`src/rtl/core/small_set_store_macros.svh`:
```
// ---------------------------------------------------------------------------
// small_set_store assertion macros
// shared concurrent assertion forms for the set store modules
// ---------------------------------------------------------------------------
`ifndef SMALL_SET_STORE_MACROS_SVH
`define SMALL_SET_STORE_MACROS_SVH

// same-cycle implication, disabled during reset
`define SSS_ASSERT_IMP(lbl, clk, rst_n, ante, cons) \
    lbl: assert property (@(posedge clk) disable iff (!rst_n) (ante) |-> (cons)) \
        else $error("set store check failed");

// next-cycle implication, disabled during reset
`define SSS_ASSERT_NXT(lbl, clk, rst_n, ante, cons) \
    lbl: assert property (@(posedge clk) disable iff (!rst_n) (ante) |=> (cons)) \
        else $error("set store check failed");

`endif

```
`src/rtl/core/sss_pkg.sv`:
```
// ---------------------------------------------------------------------------
// sss_pkg
// shared sizes, operation codes and control types of the set store
// ---------------------------------------------------------------------------
package sss_pkg;

    // store size and derived widths
    localparam int CAPACITY = 16;
    localparam int IDX_W    = (CAPACITY > 1) ? $clog2(CAPACITY) : 1;
    localparam int CNT_W    = $clog2(CAPACITY + 1);

    // fixed field widths
    localparam int OP_W    = 2;
    localparam int VAL_W   = 32;
    localparam int POS_W   = 4;
    localparam int COUNT_W = 5;

    // operation codes
    localparam logic [OP_W-1:0] OP_ADD    = 2'd0;
    localparam logic [OP_W-1:0] OP_REMOVE = 2'd1;
    localparam logic [OP_W-1:0] OP_FIND   = 2'd2;

    // commands from controller to datapath
    typedef struct packed {
        logic load;   // capture the incoming item
        logic exec;   // search and update the store
    } t_ctrl_cmd;

endpackage

```
`src/rtl/core/small_set_store.sv`:
```
// ---------------------------------------------------------------------------
// small_set_store
// set of distinct 32-bit values in insertion order: add, remove, find
// ---------------------------------------------------------------------------
//  channel   | handshake          | fields
//  ----------+--------------------+-----------------------------------------
//  request   | start / busy       | i_op, i_value
//  result    | o_valid (strobe)   | o_success, o_position, o_full_res, o_count
//
//  an item is taken when start is high and busy low; busy is then high for
//  one cycle while all cells are compared and the store is updated.
//  the result strobes on o_valid the cycle after; busy is already low then,
//  so a new item can be taken in the cycle that the result strobes.
//  synchronous active-low reset empties the store; entry contents need none.
//  the receiver cannot stall: a result is valid for exactly one cycle.
// ---------------------------------------------------------------------------
module small_set_store (
    input  logic                              i_clk,
    input  logic                              i_rst_n,
    input  logic                              start,
    output logic                              busy,
    input  logic [sss_pkg::OP_W-1:0]          i_op,
    input  logic signed [sss_pkg::VAL_W-1:0]  i_value,
    output logic                              o_valid,
    output logic                              o_success,
    output logic [sss_pkg::POS_W-1:0]         o_position,
    output logic                              o_full_res,
    output logic [sss_pkg::COUNT_W-1:0]       o_count
);
    import sss_pkg::*;

    t_ctrl_cmd cmd;

    // controller
    sss_ctrl u_ctrl (
        .i_clk   (i_clk),
        .i_rst_n (i_rst_n),
        .start   (start),
        .busy    (busy),
        .o_cmd   (cmd),
        .o_valid (o_valid)
    );

    // datapath
    sss_dp u_dp (
        .i_clk      (i_clk),
        .i_rst_n    (i_rst_n),
        .i_cmd      (cmd),
        .i_op       (i_op),
        .i_value    (i_value),
        .o_success  (o_success),
        .o_position (o_position),
        .o_full_res (o_full_res),
        .o_count    (o_count)
    );

endmodule

```
`src/rtl/core/sss_ctrl.sv`:
```
// ---------------------------------------------------------------------------
// sss_ctrl
// controller: accepts an item, runs the execute state, strobes the result
// ---------------------------------------------------------------------------
`include "small_set_store_macros.svh"

module sss_ctrl (
    input  logic               i_clk,
    input  logic               i_rst_n,
    input  logic               start,
    output logic               busy,
    output sss_pkg::t_ctrl_cmd o_cmd,
    output logic               o_valid
);
    import sss_pkg::*;

    localparam logic S_IDLE = 1'b0;
    localparam logic S_EXEC = 1'b1;

    logic r_state;
    logic n_state;
    logic r_valid;

    // command decode
    assign busy       = (r_state != S_IDLE);
    assign o_cmd.load = start && (r_state == S_IDLE);
    assign o_cmd.exec = (r_state == S_EXEC);
    assign o_valid    = r_valid;

    // next state
    always_comb begin
        n_state = r_state;
        unique case (r_state)
            S_IDLE: begin
                if (start) begin
                    n_state = S_EXEC;
                end
            end
            S_EXEC: begin
                n_state = S_IDLE;
            end
            default: begin
                n_state = S_IDLE;
            end
        endcase
    end

    // state and result strobe
    always_ff @(posedge i_clk) begin
        if (!i_rst_n) begin
            r_state <= S_IDLE;
            r_valid <= 1'b0;
        end else begin
            r_state <= n_state;
            r_valid <= o_cmd.exec;
        end
    end

    `SSS_ASSERT_NXT(a_exec_gives_valid, i_clk, i_rst_n, o_cmd.exec, r_valid)
    `SSS_ASSERT_IMP(a_valid_when_idle, i_clk, i_rst_n, r_valid, r_state == S_IDLE)
    `SSS_ASSERT_NXT(a_load_to_exec, i_clk, i_rst_n, o_cmd.load, r_state == S_EXEC && busy)

endmodule

```
`src/rtl/core/sss_dp.sv`:
```
// ---------------------------------------------------------------------------
// sss_dp
// datapath: entry cells, parallel match, append and shift-down update
// ---------------------------------------------------------------------------
`include "small_set_store_macros.svh"

module sss_dp (
    input  logic                              i_clk,
    input  logic                              i_rst_n,
    input  sss_pkg::t_ctrl_cmd                i_cmd,
    input  logic [sss_pkg::OP_W-1:0]          i_op,
    input  logic signed [sss_pkg::VAL_W-1:0]  i_value,
    output logic                              o_success,
    output logic [sss_pkg::POS_W-1:0]         o_position,
    output logic                              o_full_res,
    output logic [sss_pkg::COUNT_W-1:0]       o_count
);
    import sss_pkg::*;

    // captured item
    logic [OP_W-1:0]         r_op;
    logic signed [VAL_W-1:0] r_value;

    // store
    logic signed [VAL_W-1:0] r_entry [CAPACITY];
    logic signed [VAL_W-1:0] n_entry [CAPACITY];
    logic [CAPACITY-1:0]     cell_we;
    logic [CNT_W-1:0]        r_held;
    logic [CNT_W-1:0]        n_held;

    // search
    logic [CAPACITY-1:0]     match;
    logic                    hit;
    logic [IDX_W-1:0]        slot;
    logic                    is_full;
    logic                    add_ok;
    logic                    rem_ok;
    logic                    dup_add;

    // result
    logic                    r_success;
    logic [POS_W-1:0]        r_position;
    logic                    r_full_res;
    logic [COUNT_W-1:0]      r_count;
    logic                    n_success;
    logic [POS_W-1:0]        n_position;
    logic                    n_full_res;

    // item capture
    always_ff @(posedge i_clk) begin
        if (i_cmd.load) begin
            r_op    <= i_op;
            r_value <= i_value;
        end
    end

    // per-cell compare against the held entries
    always_comb begin
        for (int k = 0; k < CAPACITY; k++) begin
            match[k] = (CNT_W'(k) < r_held) && (r_entry[k] == r_value);
        end
    end

    // values are distinct, so at most one match: or-encode its slot
    always_comb begin
        slot = '0;
        for (int k = 0; k < CAPACITY; k++) begin
            if (match[k]) begin
                slot = slot | IDX_W'(k);
            end
        end
    end

    assign hit     = |match;
    assign is_full = (r_held == CNT_W'(CAPACITY));
    assign dup_add = i_cmd.exec && (r_op == OP_ADD) && hit;

    // operation decode
    always_comb begin
        n_held     = r_held;
        n_success  = 1'b0;
        n_position = '0;
        n_full_res = 1'b0;
        add_ok     = 1'b0;
        rem_ok     = 1'b0;
        unique case (r_op)
            OP_ADD: begin
                if (!hit && is_full) begin
                    n_full_res = 1'b1;
                end else if (!hit) begin
                    add_ok     = i_cmd.exec;
                    n_success  = 1'b1;
                    n_position = POS_W'(r_held);
                    n_held     = r_held + CNT_W'(1);
                end
            end
            OP_REMOVE: begin
                if (hit) begin
                    rem_ok     = i_cmd.exec;
                    n_success  = 1'b1;
                    n_position = POS_W'(slot);
                    n_held     = r_held - CNT_W'(1);
                end
            end
            OP_FIND: begin
                if (hit) begin
                    n_success  = 1'b1;
                    n_position = POS_W'(slot);
                end
            end
            default: begin
                n_held = r_held;
            end
        endcase
    end

    // cell write: append at the tail, or take the upper neighbor above the gap
    always_comb begin
        for (int k = 0; k < CAPACITY; k++) begin
            cell_we[k] = 1'b0;
            n_entry[k] = r_entry[k];
            if (add_ok && (r_held == CNT_W'(k))) begin
                cell_we[k] = 1'b1;
                n_entry[k] = r_value;
            end else if (rem_ok && (IDX_W'(k) >= slot) && (k < CAPACITY - 1)) begin
                cell_we[k] = 1'b1;
                n_entry[k] = r_entry[(k + 1) % CAPACITY];
            end
        end
    end

    for (genvar g = 0; g < CAPACITY; g++) begin : g_cell
        always_ff @(posedge i_clk) begin
            if (cell_we[g]) begin
                r_entry[g] <= n_entry[g];
            end
        end
    end

    // fill count
    always_ff @(posedge i_clk) begin
        if (!i_rst_n) begin
            r_held <= '0;
        end else if (i_cmd.exec) begin
            r_held <= n_held;
        end
    end

    // result register
    always_ff @(posedge i_clk) begin
        if (i_cmd.exec) begin
            r_success  <= n_success;
            r_position <= n_position;
            r_full_res <= n_full_res;
            r_count    <= COUNT_W'(n_held);
        end
    end

    assign o_success  = r_success;
    assign o_position = r_position;
    assign o_full_res = r_full_res;
    assign o_count    = r_count;

    `SSS_ASSERT_IMP(a_held_in_range, i_clk, i_rst_n, 1'b1, r_held <= CNT_W'(CAPACITY))
    `SSS_ASSERT_NXT(a_remove_shrinks, i_clk, i_rst_n, rem_ok, r_held == $past(r_held) - CNT_W'(1))
    `SSS_ASSERT_NXT(a_dup_add_keeps, i_clk, i_rst_n, dup_add, r_held == $past(r_held))
    `SSS_ASSERT_NXT(a_dup_add_fails, i_clk, i_rst_n, dup_add, !r_success && !r_full_res)

endmodule
```
`config.mk`:
```
export PLATFORM = sky130hd
export DESIGN_NAME = small_set_store
export DESIGN_NICKNAME = d
export VERILOG_FILES = /design/src/rtl/core/sss_pkg.sv /design/src/rtl/core/small_set_store.sv /design/src/rtl/core/sss_ctrl.sv /design/src/rtl/core/sss_dp.sv
export VERILOG_INCLUDE_DIRS = /design/src /design/src/rtl/core
export SDC_FILE = /design/constraint.sdc
export NUM_CORES = 1
export LEC_CHECK = 0
export BUFFER_PORTS_ARGS = -buffer_cell sky130_fd_sc_hd__buf_2
export CELL_PAD_IN_SITES_DETAIL_PLACEMENT = 0
export CELL_PAD_IN_SITES_GLOBAL_PLACEMENT = 1
export CORE_ASPECT_RATIO = 1.2
export CORE_UTILIZATION = 25
export DETAILED_ROUTE_END_ITERATION = 6
export PLACE_DENSITY = 0.5
export RECOVER_POWER = 100
export SLEW_MARGIN = 40
export SYNTH_ARGS = -nofsm -noshare
export SYNTH_HDL_FRONTEND = slang
export SYNTH_SLANG_ARGS = --single-unit
```
`constraint.sdc`:
```
create_clock -name i_clk -period 12.3 [get_ports i_clk]
set_input_delay 0.615 -clock i_clk [delete_from_list [all_inputs] [get_ports i_clk]]
set_output_delay 0.615 -clock i_clk [all_outputs]
set_load 0.02 [all_outputs]
```
==> run_results.csv, run 1 <==
group,metric,value,unit
logic_synthesis,syn-cell-area,0.0316,mm2
logic_synthesis,yosysTopAreaCell,"edfxtp_1",
detailed_routing,wl_per_cell,26.0,um
logic_synthesis,synth_top_area_share,53.0,%
logic_synthesis,synth_xor_area_share,14.2,%
logic_synthesis,avgSynthCellArea,14.7,um2
detailed_routing,drt_iter0_drc,1144,
setup_path,end_kind,"register",
placed_design,dp_hpwl,68.5,mm
detailed_routing,drt_pass1_iterations,5,
logic_synthesis,synth-edff-count,557,
placed_design,gp_congestion,0.820,
sta,worst_pin_slew,3.15,ns
grt,track_usage,15.5,%
floorplan,die-area,0.128,mm2
sta,setup_tns,0,ns
detailed_routing,routed_via_density,4.52,
setup_path,crit_path_max_incr_delay,2.20,ns
logic_synthesis,synth_fa_ha_area_share,0.357,%
logic_synthesis,synth_flop_cell,"edfxtp_1",
run_status,status,"finished, violations left",
placed_design,portBuffers,49,
hold_path,min_path_type,"in2reg",
layout,final_cell_mix,"edfxtp_1 (557), xor2_1 (443), mux2_2 (264)",
clock_network,clockBufferDepth,3,
floorplan,core_area,0.125,mm2
floorplan,io_pins,50,
floorplan,rows,142,
logic_synthesis,synthMuxAreaShare,19.6,%
placed_design,dpl.cell_count,3733,
grt,grt_pass1_vias,18500,
placed_design,place_area,0.0332,mm2
floorplan,die_h,391,um
grt,grt_max_degree,36,
sta,fin_crit_sh,68.5,%
logic_synthesis,yosys_warnings,0,
logic_synthesis,async_flop_share,0,%
clock_network,clk_pin_slew,0.06,ns
layout,mostFrequentLayoutCell,"edfxtp_1",
floorplan,die_w,326,um
layout,fin_area,0.0344,mm2
logic_synthesis,synth_nets,2198,
logic_synthesis,synth_compound_area_share,1.20,%
logic_synthesis,syn_inst,2152,
logic_synthesis,synth_cell_type_count,60,
pwr,finalPower,4.42,mW
setup_path,worstPathArrival,8.68,ns
sta,hold_violations,0,
grt,overflow,0,
pwr,pwr_density_cell,129,mW/mm2
layout,utilization,27.5,%
sta,slew_headroom,-110,%
layout,final_nets,2200,
sta,finalMaxSlewViolations,1295,
layout,areaGrowthSynthToFinish,8.91,%
sta,rsz0062_at_grt,"false",
logic_synthesis,netlist_top_cells_area,"edfxtp_1 (53%), xor2_1 (12%), mux2_4 (9.7%), mux2_2 (9.6%), nor4_1 (2.4%)",
floorplan,start_util,25.2,%
logic_synthesis,synth_simple_gate_area_share,6.68,%
layout,n_fill_cell,12900,
layout,layout-drive-gt1-share,20.5,%
job,timing.max_cap.violations,40,
sta,skew,0.0249,ns
setup_path,crit_chain,"clkbuf_1 > xnor2_1 > nand3_1 > nor4_1 > nor4_1 > nand4_1 > nor2_8 > nand3_1 > o211ai_1 > buf_4",
grt,grt_pass1_wl,141,mm
clock_network,cts_made_buffers,74,
logic_synthesis,synth_top_family_by_area,"multiplexers",
sta,max_freq,119,MHz
setup_path,required,12.55,ns
clock_network,cts_sinks,564,
detailed_routing,ant_nets,0,
clock_network,cts_resized,0,
clock_network,clock-root-buffer,"clkbuf_16",
detailed_routing,drt-total-wl,101,mm
logic_synthesis,ys_ff_latch,564,
run_status,violations,"capacitance limit, slew limit",
grt,antenna_found_initial,6,
clock_network,holdBufCountCts,0,
setup_path,crit_fanout,33,
detailed_routing,remaining_drc_errors,0,
setup_path,r2r_slack,3.88,ns
pwr,p_leak,11.3,nW
sta,finalSetupViolCount,0,
detailed_routing,vias,17500,
sta,period_minus_slack,8.42,ns
setup_path,slowest_stage,"clkbuf_1",
setup_path,critPathLaunchType,"register",
setup_path,critical_path_class,"reg2reg",
pwr,ir_drop,0.0000921,V
clock_network,cts_tree,"done",
layout,final_cells,3872,
clock_network,clock_latency,0.63,ns
clock_network,postCtsSetupBuffers,0,
clock_network,htreeDepth,3,
logic_synthesis,synth-seq-area-share,53.4,%
report_power, final:
part / leakage [nW] / switching, mW / total, mW / internal [mW]
Sequential: 5.09 / 0.00834 / 2.11 / 2.10
Combinational: 5.08 / 0.174 / 0.239 / 0.0653
Clock: 1.11 / 0.867 / 2.08 / 1.21
Total: 11.3 / 1.05 / 4.42 / 3.38
flip-flops by register name (all words and copies together) (netlist names):
name / cells
u_dp.o_count: 5
u_dp.o_success: 1
u_dp.o_full_res: 1
u_dp.r_value: 32
u_dp.r_held: 5
u_dp.r_entry: 512
u_ctrl.busy: 1
u_ctrl.o_valid: 1
u_dp.r_op: 2
u_dp.o_position: 4
per-stage QoR:
step / hold WS, ns / setup WS, ns
after floorplan: 0.421 / 7.14
after global placement: 0.523 / 6.28
after detailed placement: 0.531 / 7.12
after CTS: 0.111 / 7.09
after global routing: 0.131 / 3.57
final: 0.163 / 3.88
synthesized netlist by cell type, types with 2 or more instances:
cell and count:
nor2_1 22, and3_1 4, a2111oi_0 3, dfxtp_1 7, o31ai_1 3, xor2_1 443, ha_1 9, inv_1 11
and2_1 7, a21oi_1 12, buf_6 61, nand3_4 3, nand4_1 40, o211ai_1 5, mux2i_1 3, nand2_1 30
nor2b_1 5, or2_2 2, nor4_2 3, edfxtp_1 557, and4b_1 3, o21ai_0 9, nor3_1 24, a22oi_1 3
nor4_1 122, o21a_1 2, and4_1 3, buf_2 57, clkbuf_1 39, nand2b_1 4, nand4_4 6, mux2_2 269
mux2_1 8, or3_1 5, nand4_2 5, a21o_1 5, a31oi_1 5, buf_4 32, xnor2_1 68, mux2_4 203
nand3_1 31
final timing paths:
check	start	cells after the start	endpoint
max	u_dp.r_value[21]	10	u_dp.r_entry[1][190]
min	i_value[27]	1	u_dp.r_value[27]
max reg2reg	u_dp.r_value[21]	10	u_dp.r_entry[1][190]
min reg2reg	u_dp.r_value[4]	0	u_dp.r_entry[1][228]
critical path, delay by kind of cell (launching register included):
family / cells / cell delay, ns
AOI/OAI and AO/OA: 1 / 0.57
xor gates and xnor gates: 1 / 0.53
buffers and inverters: 2 / 2.72
DFF: 1 / 0.32
and+or+nand+nor: 6 / 3.82
routing by layer:
layer  part of all wire, %  GRT usage [%]
met2                    51           27.7
met4                   4.7           7.88
met5                     0              0
met3                   3.3           2.10
met1                    41           17.9
final cells by class:
type / instances / area, um2 / share of cell area [%]
Antenna cell: 6 / 15.0 / 0.0437
Clock buffer: 88 / 1950 / 5.66
Clock inverter: 44 / 329 / 0.958
Inverter: 11 / 41.3 / 0.120
Multi-Input combinational cell: 1387 / 12500 / 36.3
Sequential cell: 564 / 16900 / 49.1
Tap cell: 1656 / 2070 / 6.03
Timing Repair Buffer: 116 / 612 / 1.78
kinds of logic after synthesis:
logic type | after synthesis
flops | 564
xor+xnor | 511
mux | 483
simple gates | 330
buf+inv | 201
compound gates | 54
fa+ha+maj | 9
No activity file was read; power rests on OpenSTA's default activity.
==> run 2, diff against run 1 <==
==> constraint.sdc (replaced) <==
create_clock -name i_clk -period 8.5 [get_ports i_clk]
set_input_delay 0.425 -clock i_clk [delete_from_list [all_inputs] [get_ports i_clk]]
set_output_delay 0.425 -clock i_clk [all_outputs]
set_load 0.02 [all_outputs]
==> run 2 against run 1 <==
Compared with the run above:
- clock skew rose by 0.0089 ns
- maximum frequency rose by 29%
- final area rose by 1.8%
- core utilization rose by 0.50 points
- the flow still finishes with violations (capacitance limit, slew limit)
- first-iteration DRC count fell by 1.7%
- clock power rose by 44%
- setup slack got worse by 1.9 ns
- global-route usage fell by 0.065 points
- power rose by 45%
==> run_results.csv, run 2 (synthesis results as in run 1) <==
group,metric,value,unit
layout,top_regs,"u_dp.r_entry: 512 flops, u_dp.r_value: 32 flops",
setup_path,required,8.76,ns
run_status,violations,"capacitance limit, slew limit",
layout,utilization,28.0,%
placed_design,pre_cts_ws,3.24,ns
detailed_routing,wl_per_cell,25.7,um
sta,slew_headroom,-101,%
pwr,p_sw,1.53,mW
detailed_routing,drt-total-wl,100,mm
sta,finalSetupViolCount,0,
grt,grt_max_degree,36,
setup_path,r2r_cells,11,
layout,mostFrequentLayoutCell,"edfxtp_1",
hold_path,min_path_type,"in2reg",
grt,grt_pass1_vias,18700,
sta,period_minus_slack,6.54,ns
pwr,clock_power_share,46.8,%
grt,antenna_found_initial,3,
sta,setup_tns,0,ns
setup_path,r2r_slack,1.96,ns
layout,final_cells,3902,
setup_path,end_kind,"register",
floorplan,core_area,0.125,mm2
layout,final_nets,2234,
sta,max_freq,153,MHz
pwr,p_leak,11.5,nW
detailed_routing,ant_nets,0,
placed_design,gp_congestion,0.846,
clock_network,clock-root-buffer,"clkbuf_16",
layout,largest_register,"u_dp.r_entry",
sta,finalMaxSlewViolations,518,
clock_network,cts_tree,"done",
placed_design,dpl.cell_count,3737,
setup_path,critPathLaunchType,"register",
layout,layout-drive-gt1-share,22.0,%
floorplan,die-area,0.128,mm2
detailed_routing,routed_via_density,4.53,
floorplan,io_pins,50,
placed_design,portBuffers,49,
pwr,ir_drop,0.000112,V
setup_path,worstReg2RegEnd,"u_dp.r_entry[0][177]",
pwr,pwr_density_cell,183,mW/mm2
clock_network,clk_pin_slew,0.06,ns
grt,grt_pass1_wl,142,mm
floorplan,rows,142,
clock_network,clockBufferDepth,3,
floorplan,die_h,391,um
grt,track_usage,15.4,%
layout,largest_reg_flops,512,
clock_network,clock_latency,0.65,ns
detailed_routing,drt_iter0_drc,1124,
pwr,swShare,23.8,%
detailed_routing,vias,17700,
setup_path,crit_fanout,32,
placed_design,place_area,0.0333,mm2
pwr,pwr-share-seq,47.6,%
pwr,p_int,4.89,mW
setup_path,r2r_start,"u_dp.r_value[31]",
job,timing.max_cap.violations,16,
layout,areaGrowthSynthToFinish,10.9,%
clock_network,cts_resized,0,
setup_path,critical_path_class,"reg2reg",
setup_path,worstPathArrival,6.79,ns
floorplan,start_util,25.2,%
layout,final_cell_mix,"edfxtp_1 (557), xor2_1 (443), mux2_2 (261)",
pwr,comb_power_share,5.6,%
floorplan,die_w,326,um
detailed_routing,drt_pass1_iterations,5,
sta,hold_violations,0,
grt,overflow,0,
setup_path,endpoint,"u_dp.r_entry[0][177]",
clock_network,htreeDepth,3,
placed_design,dp_hpwl,69.9,mm
sta,rsz0062_at_grt,"false",
clock_network,cts_made_buffers,74,
detailed_routing,remaining_drc_errors,0,
sta,worst_slack,1.96,ns
run_status,status,"finished, violations left",
clock_network,cts_sinks,564,
sta,worst_pin_slew,3.02,ns
sta,whs,0.116,ns
layout,fin_area,0.0350,mm2
sta,skew,0.0338,ns
pwr,finalPower,6.41,mW
sta,fin_crit_sh,76.9,%
setup_path,crit_start,"u_dp.r_value[31]",
[run 2: cell types whose count changed in the layout (fill, tap and decap cells not counted), moves of 5 or more]
cell           previous run  this run
clkbuf_1                 75        56
nand4_4                   1         8
diode_2                   6         1
nor4_2                    5        10
nor4_1                  120       115
dlygate4sd3_1             0        31
buf_12                    1         6
buf_4                    21        39
nand4_1                  48        42
[run 2: power groups by stage]
stage	combinational [mW]	clock (mW)	sequential (mW)
after global routing	0.388	3.18	3.05
after global placement	0.369	0	3.11
after detailed placement	0.369	0	3.11
after floorplan	0.244	0	3.10
final	0.362	3.00	3.05
after CTS	0.382	3.09	3.05
[run 2: critical path, cell delays in order (launching register included)]
cell	delay (ns)
edfxtp_1	0.32
clkbuf_1	2.10
xor2_1	0.36
nor4_1	0.51
nand2_1	0.09
nor4_1	0.59
a2111oi_1	0.23
nand4_2	0.28
nand3_1	0.49
or3b_1	0.57
nand2_1	0.10
buf_4	0.45
[run 2: how the worst min path moves through the flow]
stage / cells past startpoint / slack [ns] / start / to
global placement: 0 / 0.52 / u_dp.r_value[4] / u_dp.r_entry[1][228]
floorplan: 0 / 0.42 / u_dp.r_value[2] / u_dp.r_entry[1][226]
detailed placement: 0 / 0.53 / u_dp.r_value[4] / u_dp.r_entry[1][228]
finish: 1 / 0.12 / i_value[23] / u_dp.r_value[23]
CTS: 1 / 0.0006 / i_value[23] / u_dp.r_value[23]
global route: 1 / 0.1 / i_value[23] / u_dp.r_value[23]
[run 2: area by class of cell]
class / count / area, um2
Inverter: 11 / 41.3
Tap cell: 1656 / 2070
Multi-Input combinational cell: 1387 / 12700
Clock inverter: 45 / 362
Clock buffer: 88 / 1930
Fill cell: 12900 / 90100
Timing Repair Buffer: 150 / 1060
Sequential cell: 564 / 16900
Antenna cell: 1 / 2.50
[run 2: what timing repair did]
action / CTS / global route
hold buffers: 31 / 0
setup buffers: 0 / 0
hold endpoints to repair: 31 / 0
[run 2: routing by layer]
metal	vias to the layer above	wire (um)	global-route usage (%)
li1	8084	-	-
met1	9083	41300	17.8
met2	367	52300	28.8
met3	145	3130	1.84
met4	0	3790	5.89
met5	-	0	0
